[src/hdl/sbd_queue.sv]
// Small FIFO between the front and back parts of the display pipeline.
// Depends on nothing but its parameters; sbd_pkg sets the depth used.
`default_nettype none

module sbd_queue #(
  parameter int WIDTH = 8,
  parameter int DEPTH = 4
) (
  input  logic             clk,
  input  logic             rst,
  input  logic             push,
  input  logic [WIDTH-1:0] wdata,
  output logic             full,
  input  logic             pop,
  output logic             valid,
  output logic [WIDTH-1:0] rdata
);

  localparam int PTR_W = (DEPTH > 1) ? $clog2(DEPTH) : 1;
  localparam int CNT_W = $clog2(DEPTH + 1);

  logic [WIDTH-1:0] entry [DEPTH];
  logic [PTR_W-1:0] wr_ptr;
  logic [PTR_W-1:0] rd_ptr;
  logic [CNT_W-1:0] count;

  assign full  = (count == CNT_W'(DEPTH));
  assign valid = (count != '0);
  assign rdata = entry[rd_ptr];

  always_ff @(posedge clk) begin
    if (push) begin
      entry[wr_ptr] <= wdata;
    end
  end

  always_ff @(posedge clk) begin
    if (rst) begin
      wr_ptr <= '0;
      rd_ptr <= '0;
      count  <= '0;
    end else begin
      if (push) begin
        wr_ptr <= (wr_ptr == PTR_W'(DEPTH - 1)) ? '0 : wr_ptr + 1'b1;
      end
      if (pop) begin
        rd_ptr <= (rd_ptr == PTR_W'(DEPTH - 1)) ? '0 : rd_ptr + 1'b1;
      end
      if (push && !pop) begin
        count <= count + 1'b1;
      end else if (pop && !push) begin
        count <= count - 1'b1;
      end
    end
  end

endmodule

`default_nettype wire

[config.mk]
export PLATFORM = sky130hd
export DESIGN_NAME = sbd_queue
export DESIGN_NICKNAME = d
export VERILOG_FILES = /design/src/hdl/sbd_queue.sv
export SDC_FILE = /design/constraint.sdc
export NUM_CORES = 1
export LEC_CHECK = 0
export ABC_CLOCK_PERIOD_IN_PS = 1900
export BUFFER_PORTS_ARGS = -buffer_cell sky130_fd_sc_hd__buf_4
export CAP_MARGIN = 5
export CORE_MARGIN = 5
export CORE_UTILIZATION = 30
export DETAILED_ROUTE_END_ITERATION = 12
export SLEW_MARGIN = 10
export SYNTH_ARGS = -nofsm -noshare
export SYNTH_HDL_FRONTEND = slang
export SYNTH_SLANG_ARGS = --single-unit
[constraint.sdc]
create_clock -name clk -period 1.9 [get_ports clk]
set_input_delay 0.095 -clock clk [delete_from_list [all_inputs] [get_ports clk]]
set_output_delay 0.095 -clock clk [all_outputs]
set_load 0.01 [all_outputs]
* Yosys cells after proc, flatten, opt, wreduce, memory -nomap -nowiden *
Memories as Yosys holds them, arrays and structs flattened. A register that Yosys moved wholly into a read port is not among the register bits.
Cells that the tools add are included.

cells by class
  add/sub/neg operators = 4
  multiply operators = 0
  div/mod/pow operators = 0
  magnitude comparators = 0
  equal/unequal tests = 3
  shift-type cells = 0
  mux-type cells = 8
  bitwise operators = 0
  reductions and logical operators = 6

operators by type and width
  operator                                          count
  two-way mux 2 bit                                 4
  two-way mux 3 bit                                 2
  adder 2 x 1 -> 2 bit, second input constant       2
  == test 2 bit, second input constant              2
  adder 3 x 1 -> 3 bit, second input constant       1
  == test 3 bit, second input constant              1
  nonzero test 3 bit                                1
  subtractor 3 x 1 -> 3 bit, second input constant  1
  logical AND 1 bit                                 2
  logical NOT 1 bit                                 2
  two-way mux 1 bit                                 2
  nonzero test 2 bit                                1

storage, ports and cells
  register bits = 7
  latch bits = 0
  memory bits (writable) = 32
  bits in read-only memories = 0
  output and inout bits = 10
  word-level logic and storage cells = 25
  memories = 1

memories
  memory  words  width  rd ports  clocked after Yosys merged registers in  write ports  line  RTL
  entry   4      8      1         1                                        1            22    logic [WIDTH-1:0] entry [DEPTH];

* Depth between registers and ports, before layout *
  depth in word-level cells = 4
  depth in mapped cells = 7

* Worst setup path after synthesis *
No wires, ideal clock.

  path type = flip-flop to flip-flop
  start point = register count[0]
  end point = register count[2]
  library setup time = 0.070 ns
  arrival time = 1.318 ns
  required time = 1.830 ns
  slack = 0.512 ns
  cell stages (with the launch flop) = 5
  path through = dfxtp_1 > fa_1 > xor2_1 > or3_1 > a21oi_1

between the ends
  cells in the longest elaborated chain, start to end = 3
  elaborated cells between the ends (all ways) = 4
  those cells by class = 2 x add/sub; 2 x mux

ends and longest elaborated chain
  item                       line  RTL
  from (decl)                25    logic [CNT_W-1:0] count;
  from (signal assigned)     50    count <= count + 1'b1;
  from (signal assigned)     52    count <= count - 1'b1;
  subtractor 3 x 1 -> 3 bit  52
  two-way mux 3 bit          51    end else if (pop && !push) begin
  two-way mux 3 bit (*)      49    if (push && !pop) begin

Mark *: on every way between the ends. The rest lies on a longest branch, timed or not. The select of a mux whose other input is x is not followed.
A chain may end at the register's enable or synchronous reset.

==> flow_summary.yaml <==
critical_path:
  r2r_slack_ps: 400
  worstSetupEndpointType: "primary output"
  reg2regPathDepth: 4
  crit_type: "flip-flop to primary output"
  cp.depth: 3
  cp-start-kind: "flip-flop"
  cp_top_family: "multiplexers"
  required_ps: 1800
  crit_top_cell: "buf_4"
  max_stage_delay_ps: 530
  crit_chain: "buf_4 -> mux4_2 -> buf_4"
  cp_data_arrival_time_ps: 1480
  path_buf_inv: 2
  cp_slowest_cell: "mux4_2"
  cp_max_fo: 8
clocking:
  cts_tree: "built"
  htreeDepth: 2
  clockRootBuffer: "clkbuf_8"
  max-clock-path-buffers: 2
  cts.sink_count: 41
  clk_latency_ps: 280
  clk_transition_reported_paths_ps: 80
  cts_resized: 0
  cts_inserted_buffers: 5
die:
  pin_count: 22
  initial_utilization: 0.311
  num_rows: 26
  die_area_sq_um: 6890
  core_sq_um: 5140
  die_w_um: 83.0
  die_y_um: 83.0
power:
  p_total_mw: 1.97
  p_leak_nw: 0.731
  irDropWorstVdd_mv: 0.478
  power_density_nw_per_um2: 985
yosys:
  yosysUniqueCellTypes: 16
  netlist_area_sq_um: 1600
  ys_warn_count: 0
  synth_seq_cells: 41
  ys_seq_area_frac: 0.714
  syn_nets: 105
  synth_cells: 86
  avgSynthCellArea_sq_um: 18.6
sta:
  tightest_slew_ps: 448
  rsz0062_at_grt: "false"
  fin_skew_ps: 4.32
  tns_ps: 0
  relSlewSlack: 0.701
  hold_viol: 0
  hold_ws_ps: 9.61
  drv_slew: 0
  max_freq_ghz: 0.634
  setup_viol: 0
  min_period_ps: 1580
  finalCritPeriodShare: 0.831
final_layout:
  finalNonFillerCells: 189
  multiInputGateArea_sq_um: 427
  syn_to_final_growth_pct: 24.8
  drive_gt1_frac: 0.311
  fillers: 515
  finalNetCount: 137
  diodes: 0
  ff_latch_area_sq_um: 1140
  fin_area_sq_um: 2000
run:
  drv_cap: 0
placed_design:
  gp_congestion: 0.651
  hpwl_mm: 1.87
  dpl_cell_area_sq_um: 1840
  dp.cells: 176
  portBuffers: 21
drt:
  final_antenna_net_count: 0
  drt_iter0_drc: 15
  viasPerCell: 4.37
  dr.pass1.iters: 4
  wl_per_cell_um: 14.2
  vias: 825
  wl_mm: 2.68
  drc: 0
global_route:
  grt_max_degree: 14
  grt.total_usage: 0.0822
  grt_pass1_wl_mm: 4.37
  grt_overflow: 0
  grt_pass1_vias: 911
  antenna_found_initial: 0
hold_path:
  hold_path_depth: 1
  hold_path.class: "input pin to flip-flop"
run_status:
  outcome: "complete, no violations"
## final cells by class
class                      instances  share of cell area
timing repair buffer              27               0.108
multi-input combinational         39               0.214
sequential                        41               0.572
clock inverter                     3              0.0207
inverter                           4             0.00752
tap                               70              0.0439
clock buffer                       5              0.0345
## power breakdown
part	total, mW	switching (mW)	internal [mW]	leakage (nW)
logic	0.242	0.109	0.133	0.311
clock network	0.673	0.287	0.386	0.0518
registers	1.05	0.0302	1.02	0.368
## synth_stat cells
master    instances  area, sq um
fa_1              1         20.0
mux4_2            8          180
nor2_1            7         26.3
inv_1             4         15.0
o21ai_0           1         5.00
buf_6             1         11.3
or3_1             2         12.5
clkbuf_2          1         5.00
edfxtp_1         32          961
a21oi_1           2         10.0
mux2i_1           4         40.0
nor3b_1           2         15.0
ha_1              6         75.1
and2_1            4         25.0
dfxtp_1           9          180
xor2_1            2         17.5
## through the flow
| step | util | setup slack, ps |
|---|---|---|
| floorplan | - | 512 |
| global placement | 0.357 | 388 |
| detailed placement | 0.357 | 304 |
| CTS | 0.382 | 279 |
| global route | 0.388 | 221 |
| finish | 0.388 | 322 |
## placed cells by master (no fill, tap or decap)
cell type	netlist	routed
edfxtp_1	32	32
buf_4	0	22
dfxtp_1	9	9
mux4_2	8	8
nor2_1	7	7
ha_1	6	6
clkbuf_8	0	5
dlygate4sd3_1	0	5
inv_1	4	4
and2_1	4	4
mux2i_1	4	4
or3_1	2	2
nor3b_1	2	2
xor2_1	2	2
a21oi_1	2	2
o21ai_0	1	1
fa_1	1	1
bufinv_16	0	1
clkinvlp_4	0	1
clkinv_1	0	1
## worst reg2reg max path, delay by kind of cell, from the launching register on
kind / cells / cell delay, ps
AO/OA/AOI/OAI: 1 / 160
adder cells (fa/ha/maj): 1 / 440
XOR/XNOR: 1 / 160
flip-flops: 1 / 360
AND/OR/NAND/NOR: 1 / 310
## path summary, 6_finish.rpt
path / from / to
max: flip-flop / rdata[2]
min: wdata[7] / entry[3][7]
max reg2reg: count[0] / count[2]
min reg2reg: count[2] / count[2]
## layer usage
layer  track usage  wire length [um]  up-vias
met4        0.0357                33        0
met1        0.0956              1170      404
met3        0.0307               149        7
met2         0.136              1320       22
met5             0                 0        -
li1              -                 -      392
## logic make-up (layout without fill, tap and decap cells)
family / count (synthesis) / count (layout) / share of synthesized area
DFF: 41 / 41 / 0.714
and+or+nand+nor: 15 / 15 / 0.0493
muxes: 12 / 12 / 0.138
adders and majority gates: 7 / 7 / 0.0595
buffers and inverters: 6 / 39 / 0.0196
AOI/OAI and AO/OA: 3 / 3 / 0.00939
xor gates and xnor gates: 2 / 2 / 0.0110
## sequential cells by signal, summed over array words and instances, names as in the netlist, named ones only
signal,flops
rd_ptr,2
count,3
entry,32
wr_ptr,2
## timing repair
item,CTS,global route
setup endpoints to repair,0,0
hold buffers,2,3
hold endpoints to repair,7,11
setup buffers,0,0
Power figures use the tool's default switching activity.
