<file path="config.mk">
export PLATFORM = sky130hd
export DESIGN_NAME = sbd_front
export DESIGN_NICKNAME = d
export VERILOG_FILES = /design/src/hdl/sbd_pkg.sv /design/src/hdl/sbd_front.sv
export SDC_FILE = /design/constraint.sdc
export NUM_CORES = 1
export LEC_CHECK = 0
export BUFFER_PORTS_ARGS = -buffer_cell sky130_fd_sc_hd__buf_2
export CAP_MARGIN = 20
export CORE_UTILIZATION = 52
export DETAILED_ROUTE_END_ITERATION = 16
export MAX_ROUTING_LAYER = met4
export PLACE_DENSITY = 0.71
export REMOVE_ABC_BUFFERS = 1
export SLEW_MARGIN = 20
export SYNTH_ARGS = -nofsm -noshare
export SYNTH_HDL_FRONTEND = slang
export SYNTH_SLANG_ARGS = --single-unit
</file>
<file path="constraint.sdc">
create_clock -name clk -period 15.9 [get_ports clk]
set_input_delay 3.18 -clock clk [delete_from_list [all_inputs] [get_ports clk]]
set_output_delay 3.18 -clock clk [all_outputs]
set_load 0.03 [all_outputs]
</file>
<file path="src/hdl/sbd_pkg.sv">
// Shared types, constants and pixel helpers for the spectrum bin display pipeline.
// No dependencies; sbd_front, sbd_back and the top level import this package.
`default_nettype none

package sbd_pkg;

  localparam int CFG_INDEX_W = 2;
  localparam int CFG_DATA_W  = 16;
  localparam int QUEUE_DEPTH = 4;

  localparam logic [9:0]  CHART_SCALE       = 10'd1000;
  localparam logic [5:0]  DIM_GAIN          = 6'd51;
  localparam logic [5:0]  MARKER_PERIOD_RST = 6'd30;
  localparam logic [15:0] PEAK_DECAY_RST    = 16'd63570;

  typedef enum logic [CFG_INDEX_W-1:0] {
    REG_PEAK_HOLD     = 2'd0,
    REG_TIME_GRID     = 2'd1,
    REG_MARKER_PERIOD = 2'd2,
    REG_PEAK_DECAY    = 2'd3
  } cfg_index_t;

  typedef struct packed {
    logic        peak_hold_enable;
    logic        time_grid_enable;
    logic [5:0]  marker_period;
    logic [15:0] peak_decay;
  } cfg_t;

  // One classified bin as it travels from the front to the back.
  typedef struct packed {
    logic [15:0] magnitude;
    logic [9:0]  chart;
    logic [15:0] top;
    logic        marker;
    logic        last;
    logic        fresh;   // first row since reset: stores hold nothing yet
  } item_t;

  // Scale each RGB565 channel by 51/256, truncating.
  function automatic logic [15:0] darken565(input logic [15:0] px);
    logic [10:0] r;
    logic [11:0] g;
    logic [10:0] b;
    r = 11'(px[15:11]) * 11'(DIM_GAIN);
    g = 12'(px[10:5])  * 12'(DIM_GAIN);
    b = 11'(px[4:0])   * 11'(DIM_GAIN);
    return {2'b00, r[10:8], 2'b00, g[11:8], 2'b00, b[10:8]};
  endfunction

endpackage

`default_nettype wire

</file>
<file path="src/hdl/sbd_front.sv">
// Front part: takes bins, tracks row position and marker rows, computes
// chart value and colormap pixel. Depends on sbd_pkg.
`default_nettype none

module sbd_front
  import sbd_pkg::*;
#(
  parameter int BINS  = 256,
  parameter int POS_W = 8
) (
  input  logic             clk,
  input  logic             rst,
  input  cfg_t             cfg,
  input  logic             in_valid,
  input  logic [15:0]      magnitude,
  input  logic             q_full,
  output logic             push,
  output logic [POS_W-1:0] pos,
  output item_t            item
);

  logic [POS_W-1:0] bin_position;
  logic [5:0]       row_counter;
  logic             marker_row_flag;
  logic             first_row;

  logic [5:0]  row_counter_next;
  logic        marker_next;
  logic [6:0]  count_inc;
  logic        at_last;
  logic [25:0] chart_prod;
  logic [13:0] frac;
  logic [7:0]  up;
  logic [7:0]  down;
  logic [7:0]  red;
  logic [7:0]  green;
  logic [7:0]  blue;
  logic [15:0] pixel;

  function automatic logic [7:0] ramp8(input logic [14:0] x);
    logic [22:0] p;
    p = 23'(x) * 23'd255 + 23'd8192;
    return p[21:14];
  endfunction

  assign push    = in_valid && !q_full;
  assign pos     = bin_position;
  assign at_last = (bin_position == POS_W'(BINS - 1));

  // Row start: update the marker flag from the time grid registers.
  always_comb begin
    count_inc        = {1'b0, row_counter} + 7'd1;
    row_counter_next = row_counter;
    marker_next      = marker_row_flag;
    if (bin_position == '0) begin
      if (cfg.time_grid_enable) begin
        if (count_inc >= {1'b0, cfg.marker_period}) begin
          marker_next      = 1'b1;
          row_counter_next = '0;
        end else begin
          marker_next      = 1'b0;
          row_counter_next = count_inc[5:0];
        end
      end else begin
        marker_next      = 1'b0;
        row_counter_next = '0;
      end
    end
  end

  // Four-segment colormap, black-blue-cyan-yellow-red.
  always_comb begin
    frac = magnitude[13:0];
    up   = ramp8({1'b0, frac});
    down = ramp8(15'd16384 - {1'b0, frac});
    case (magnitude[15:14])
      2'd0: begin
        red = 8'd0;   green = 8'd0;   blue = up;
      end
      2'd1: begin
        red = 8'd0;   green = up;     blue = 8'd255;
      end
      2'd2: begin
        red = up;     green = 8'd255; blue = down;
      end
      default: begin
        red = 8'd255; green = down;   blue = 8'd0;
      end
    endcase
    pixel = {red[7:3], green[7:2], blue[7:3]};
  end

  assign chart_prod = 26'(magnitude) * 26'(CHART_SCALE);

  always_comb begin
    item.magnitude = magnitude;
    item.chart     = chart_prod[25:16];
    item.top       = marker_next ? darken565(pixel) : pixel;
    item.marker    = marker_next;
    item.last      = at_last;
    item.fresh     = first_row;
  end

  always_ff @(posedge clk) begin
    if (rst) begin
      bin_position    <= '0;
      row_counter     <= '0;
      marker_row_flag <= 1'b0;
      first_row       <= 1'b1;
    end else if (push) begin
      bin_position    <= at_last ? '0 : bin_position + 1'b1;
      row_counter     <= row_counter_next;
      marker_row_flag <= marker_next;
      if (at_last) begin
        first_row <= 1'b0;
      end
    end
  end

endmodule

`default_nettype wire

</file>
# Word-level counts from Yosys, hierarchy flattened
# Cells that the tools add are included.
# classes
n_shift	0
n_mul	6
n_addsub	5
n_eq_ne	3
bitwise_logic	0
n_lt_le_gt_ge	1
n_div	0
reduce_logical	7
n_mux	10
# ops
cell	n
$pmux W8 S3	2
$add A22 B14 Y22 const B	2
$mul A16 B7 Y23 const B	1
$mul A14 B8 Y22 const B	1
$mul A15 B8 Y22 const B	1
$mul A5 B6 Y11 const B	2
$mux W16	1
$pmux W8 S2	1
$sub A15 B14 Y15 const A	1
$mul A6 B6 Y12 const B	1
$mux W6	2
$add A8 B1 Y8 const B	1
$eq A8 B8 Y1 const B	1
$logic_not A8 Y1	1
$mux W8	1
$add A6 B1 Y7 const B	1
$ge A7 B6 Y1	1
$reduce_and A2 Y1	2
$mux W1	3
$eq A2 B1 Y1 const B	1
$eq A2 B2 Y1 const B	1
$logic_not A2 Y1	1
$reduce_or A2 Y1	1
$logic_and A1 B1 Y1	1
$logic_not A1 Y1	1
# word_totals
register_bits	16
n_memories	0
ram_bits	0
latch_bits	0
elab_cells	36
rom_bits	0
out_inout_bits	54

# Longest topological paths before layout
# Gate-level depths: netlist (run 1).
# depth
ltp_word	6
ltp_mapped	40
mapped_depth_nobuf	40

# Worst setup path before layout (run 1)
# OpenSTA, ideal clock, no wires.
# synth_path
path_kind	input-to-output
start	in magnitude[1]
end	out item[10] in the netlist's numbering
required_ns	12.720
setup_slack_ns	1.147
stages	39
arrival_time_ns	11.573
cell_sequence	inv_1 > ha_1 > nor2b_1 > and2_1 > and3_1 > nand3_1 > xnor2_1 > inv_1 > fa_1 > inv_1 > fa_1 > fa_1 > inv_1 > fa_1 > inv_1 > ha_1 > nand4_1 > or3_1 > [... 3 more ...] > o21ai_1 > a221oi_1 > nor2_1 > a21oi_1 > ha_1 > ha_1 > inv_1 > fa_1 > inv_1 > ha_1 > a21o_1 > a21o_1 > a21o_1 > a21oi_1 > inv_1 > a21oi_1 > xor2_1 > a21oi_1
# synth_lines
item	line_no	text
from (decl)	sbd_front.sv:15	input logic [15:0] magnitude,
to (decl)	sbd_front.sv:19	output item_t item

==> flow_summary.json, run 1 <==
{
  "status": "finished with violations",
  "violations": "design-rule violations",
  "grt_pass1_vias": 7491,
  "final_cell_mix": "inv_1, ha_1, fa_1",
  "path_buf_inv": 8,
  "pin_count": 98,
  "max_freq_ghz": 0.0655,
  "r2r_cells": 10,
  "ctsHoldBuffers": 0,
  "ys_seq_elements": 16,
  "grt.total_usage_pct": 22.1,
  "hp-class": "reg2reg",
  "route.detailed.drc": 8,
  "cts_buffers": 3,
  "final_area_sq_mm": 0.0104,
  "clk_pin_slew_ns": 0.05,
  "detail-route-antenna-nets": 0,
  "syn_area_sq_mm": 0.00965,
  "p_leak_nw": 5.62,
  "worstSkewPairLatency_ns": 0.25,
  "routed-via-count": 6983,
  "drt_pre_antenna_iters": 11,
  "path_class": "in2out",
  "dr.first_iter.drc_count": 282,
  "start_util_pct": 53.4,
  "antenna_cells": 0,
  "crit_top_cell": "inv_1",
  "grt_pass1_wl_mm": 34.2,
  "crit_cells": 39,
  "dp_hpwl_mm": 16.6,
  "die_area_sq_mm": 0.0191,
  "finalSetupViolCount": 0,
  "r2r-end": "row_counter[1]",
  "crit_required_ns": 12.72,
  "place_ws_ns": 0.271,
  "grt_max_degree": 21,
  "die_h_um": 138,
  "grt_overflow_total": 0,
  "min_period_ns": 15.26,
  "port_buffers": 80,
  "power_mw": 1.91,
  "area_growth_pct": 7.70,
  "yosysWarnings": 0,
  "async_flop_share_pct": 0,
  "clockBufferDepth": 2,
  "finalCritPeriodShare_pct": 96.0,
  "ys_types": 62,
  "gp_congestion": 0.875,
  "place_area_sq_mm": 0.0102,
  "die_w_um": 138,
  "ys.flop_type": "dfxtp_1",
  "post_drt_wl_per_cell_um": 13.9,
  "routed_via_density": 5.25,
  "tightest_slew_ns": 0.704,
  "drv_slew": 0,
  "coreArea_sq_mm": 0.0181,
  "routed_wl_mm": 18.5,
  "cts_sinks": 16,
  "clockRootBuffer": "clkbuf_16",
  "arrival_ns": 12.08,
  "critPathLaunch": "magnitude[1]",
  "cp-endpoint": "item[11]",
  "skew_ns": 0.00150,
  "synth-edff-count": 0,
  "drive_gt1_share_pct": 10.5,
  "nets": 1513,
  "slowest_stage": "fa_1",
  "ff2ff_setup_slack_ns": 13.23,
  "cap_violations": 0,
  "r2r_start": "row_counter[0]",
  "cts_tree": "yes",
  "layout_commonest_cell": "inv_1",
  "yosysSeqAreaShare_pct": 3.32,
  "end_kind": "output pin",
  "syn_area_per_cell_sq_um": 9.34,
  "slew_headroom_pct": 53.1,
  "start_kind": "input pin",
  "layout_setup_ws_ns": 0.635,
  "synthCells": 1033,
  "hold_viol_final": 0,
  "htree_levels": 1,
  "p_per_area_mw_per_mm2": 184,
  "crit_fanout": 8,
  "rows": 49,
  "irDropWorstVdd_mv": 0.238,
  "finalSetupTns_ns": 0,
  "cp_top_family": "adder cells",
  "antenna_found_initial": 0,
  "hold-worst-slack_ns": 0.462,
  "cpPeakStageDelay_ns": 0.55
}
## registers in the layout (all words and copies together) (netlist names)
name             count
pos                  8
first_row            1
marker_row_flag      1
row_counter          6
## cell families (layout without fill, tap and decap cells)
kind of cell    count (synthesis)  in the layout  synth area share, %
compound gates                133            133                 9.83
mux                             3              3                0.337
simple gates                  192            192                 9.81
fa+ha+maj                     368            368                 59.8
buf+inv                       249            316                 10.4
flops                          16             16                 3.32
xor+xnor                       72             72                 6.53
## synthesized netlist by cell type (all sizes together), types with 7 or more instances
cell / number / share of area, %
nand3: 20 / 1.0
and3: 7 / 0.45
a21oi: 27 / 1.4
a211oi: 11 / 0.91
a31oi: 12 / 1.0
dfxtp: 16 / 3.3
nand2: 42 / 1.6
buf: 19 / 1.5
or3: 13 / 0.84
a21o: 20 / 1.6
o21ai: 19 / 0.99
ha: 213 / 28
nand2b: 10 / 0.65
nor2: 52 / 2.0
clkbuf: 10 / 0.39
and2: 8 / 0.52
xnor2: 41 / 3.7
xor2: 31 / 2.8
nor3: 11 / 0.57
fa: 155 / 32
inv: 220 / 8.6
## worst min-delay path by stage
stage	startpoint	end	cells after the start
2_1_floorplan	marker_row_flag	marker_row_flag	2
3_3_place_gp	first_row	first_row	1
3_5_place_dp	first_row	first_row	1
4_1_cts	first_row	first_row	1
5_1_grt	first_row	first_row	1
6_report	first_row	first_row	1
## where the power goes
group          switching, mW  internal (mW)  total (mW)
sequential          0.000685         0.0407      0.0413
combinational           1.06          0.750        1.81
clock                 0.0168         0.0383      0.0551
## stage by stage
step	std cells	utilization, %
after floorplan	1004	-
after global placement	1325	56.7
after detailed placement	1325	56.7
after CTS	1329	57.2
after global routing	1329	57.5
final	1329	57.5
## per-layer routing
| metal | vias to the layer above | part of all wire, % | wire [um] | GRT usage (%) |
|---|---|---|---|---|
| met5 | - | 0 | 0 | - |
| met4 | 0 | 0.81 | 149 | 2.84 |
| met3 | 12 | 2.1 | 387 | 0.970 |
| met2 | 83 | 52 | 9520 | 39.9 |
| met1 | 3395 | 46 | 8400 | 28.2 |
| li1 | 3493 | - | - | - |
## final cells by class
class,count,area [sq um]
fillers,1587,7690
flip-flops and latches,16,320
clock buffers,4,88.8
multi-input cells,768,8380
repair buffers,92,490
well taps,229,287
inverters,220,826
## what timing repair did
action,CTS,global route
setup buffers,0,0
endpoints found under the hold margin,0,0
endpoints found under the setup margin,0,6
resized for setup,0,9
(Power assumes the default switching activity.)
==> run 2, diff against run 1 <==
==> constraint.sdc (replaced) <==
create_clock -name clk -period 15.9 [get_ports clk]
set_input_delay 3.18 -clock clk [delete_from_list [all_inputs] [get_ports clk]]
set_output_delay 3.18 -clock clk [all_outputs]
set_load 0.02 [all_outputs]
==> run 2 against run 1 <==
Against the previous run: the flow still finishes with violations (design-rule violations); worst hold slack barely moved; design area about the same; worst setup slack worse by 0.051 ns; maximum frequency fell by 0.33%; critical path depth increased by 1; count of clock-buffer cells in the layout did not move; global-route usage down 0.58 points; via count decreased by 0.11%; first-iteration DRC count shrank 17%; total power is 3.2% lower; clock skew about the same; largest power group unchanged; highest routed layer unchanged.
==> flow_summary.json, run 2 (same netlist as run 1, synthesis figures left out) <==
{
  "routed-via-count": 6975,
  "violations": "design-rule violations",
  "worstSkewPairLatency_ns": 0.24,
  "skew_ns": 0.00135,
  "drv_slew": 0,
  "cts_buffers": 3,
  "gp_congestion": 0.859,
  "finalSetupViolCount": 0,
  "tightest_slew_ns": 0.697,
  "nets": 1512,
  "nFillCells": 1621,
  "area_growth_pct": 7.60,
  "grt.total_usage_pct": 21.5,
  "grt_pass1_vias": 7335,
  "min_period_ns": 15.32,
  "whs_path_depth": 1,
  "grt_overflow_total": 0,
  "pin_count": 98,
  "routed_via_density": 5.25,
  "htree_levels": 1,
  "largest_reg_flops": 8,
  "drt_pre_antenna_iters": 10,
  "power_frac_clock_pct": 2.9,
  "path_class": "in2out",
  "routed_wl_mm": 18.6,
  "route.detailed.drc": 7,
  "power_mw": 1.85,
  "grt_max_degree": 21,
  "r2r_cells": 10,
  "irDropWorstVdd_mv": 0.219,
  "ctsHoldBuffers": 0,
  "crit_required_ns": 12.72,
  "status": "finished with violations",
  "finalCritPeriodShare_pct": 96.3,
  "start_util_pct": 53.4,
  "p_per_area_mw_per_mm2": 178,
  "post_drt_wl_per_cell_um": 14.0,
  "r2r-end": "row_counter[1]",
  "die_w_um": 138,
  "detail-route-antenna-nets": 0,
  "final_cell_mix": "inv_1, ha_1, fa_1",
  "grt_pass1_wl_mm": 33.2,
  "max_freq_ghz": 0.0653,
  "antenna_found_initial": 0,
  "swShare_pct": 55.2,
  "hold_viol_final": 0,
  "dr.first_iter.drc_count": 233,
  "end_kind": "output pin",
  "arrival_ns": 12.14,
  "clk_pin_slew_ns": 0.05,
  "start_kind": "input pin",
  "r2r_start": "row_counter[0]",
  "hold_end": "first_row",
  "cpPeakStageDelay_ns": 0.54,
  "rows": 49,
  "antenna_cells": 0,
  "hold_start": "first_row",
  "coreArea_sq_mm": 0.0181,
  "crit_fanout": 8,
  "die_h_um": 138,
  "dp_hpwl_mm": 16.7,
  "p_int_mw": 0.827,
  "layout_commonest_cell": "inv_1",
  "seqPwrFrac_pct": 2.2,
  "p_sw_mw": 1.02,
  "drive_gt1_share_pct": 10.4,
  "clockRootBuffer": "clkbuf_16",
  "slowest_stage": "fa_1",
  "finalSetupTns_ns": 0,
  "clockBufferDepth": 2,
  "cts_tree": "yes",
  "port_buffers": 80,
  "cts_sinks": 16,
  "slew_headroom_pct": 53.5,
  "cap_violations": 0,
  "power_frac_comb_pct": 94.9,
  "rsz0062_at_grt": "no",
  "p_leak_nw": 5.62,
  "die_area_sq_mm": 0.0191,
  "hp-class": "reg2reg",
  "ff2ff_setup_slack_ns": 13.26
}
[run 2: power groups by stage]
stage               Sequential (mW)  Clock (mW)  Combinational, mW
global placement             0.0421           0               1.70
finish                       0.0414      0.0531               1.75
detailed placement           0.0421           0               1.75
floorplan                    0.0425           0               1.35
global route                 0.0414      0.0563               2.03
CTS                          0.0413      0.0548               1.76
[run 2: critical path, delay by kind of cell]
kind	cells	cell delay (ns)
AO/OA/AOI/OAI	11	2.43
XOR/XNOR	5	1.24
adder cells (fa/ha/maj)	10	3.45
buffers and inverters	9	0.86
multiplexers	1	0.26
AND/OR/NAND/NOR	4	0.72
[run 2: layout make-up]
cell class	count	area, sq um	share of cell area (%)
Clock buffer	4	88.8	0.855
Tap cell	229	287	2.76
Timing Repair Buffer	91	483	4.65
Sequential cell	16	320	3.08
Multi-Input combinational cell	768	8380	80.7
Inverter	220	826	7.95
[run 2: metal layers]
metal / track usage [%] / vias to the layer above / wire length, um
met5: - / - / 0
met4: 1.18 / 0 / 63
met3: 0.623 / 4 / 302
met2: 40.0 / 81 / 9730
met1: 27.3 / 3398 / 8510
li1: - / 3492 / -
[run 2: repair_timing]
| action | in CTS | in global routing |
|---|---|---|
| setup endpoints to repair | 0 | 6 |
| buffers inserted | 0 | 1 |
| gates resized for setup | 0 | 8 |
| hold endpoints to repair | 0 | 0 |
[run 2: worst max path at each step]
stage	slack (ns)	cells after the start	startpoint	to
finish	0.58	40	magnitude[1]	item[11]
global route	0.04	40	magnitude[1]	item[11]
CTS	0.23	40	magnitude[1]	item[11]
detailed placement	0.27	40	magnitude[1]	item[11]
global placement	0.36	40	magnitude[1]	item[11]
floorplan	1.29	39	magnitude[1]	item[10]
[run 2: stage by stage]
step	cells	utilization, %	hold slack (ns)	setup WS (ns)	instance area (sq um)
6_report	1328	57.4	0.461	0.584	10400
5_1_grt	1328	57.4	0.516	0.0423	10400
4_1_cts	1327	57.1	0.460	0.227	10300
3_5_place_dp	1323	56.6	0.438	0.268	10200
3_3_place_gp	1323	56.6	0.433	0.365	10200
2_1_floorplan	1004	-	0.457	1.29	9470
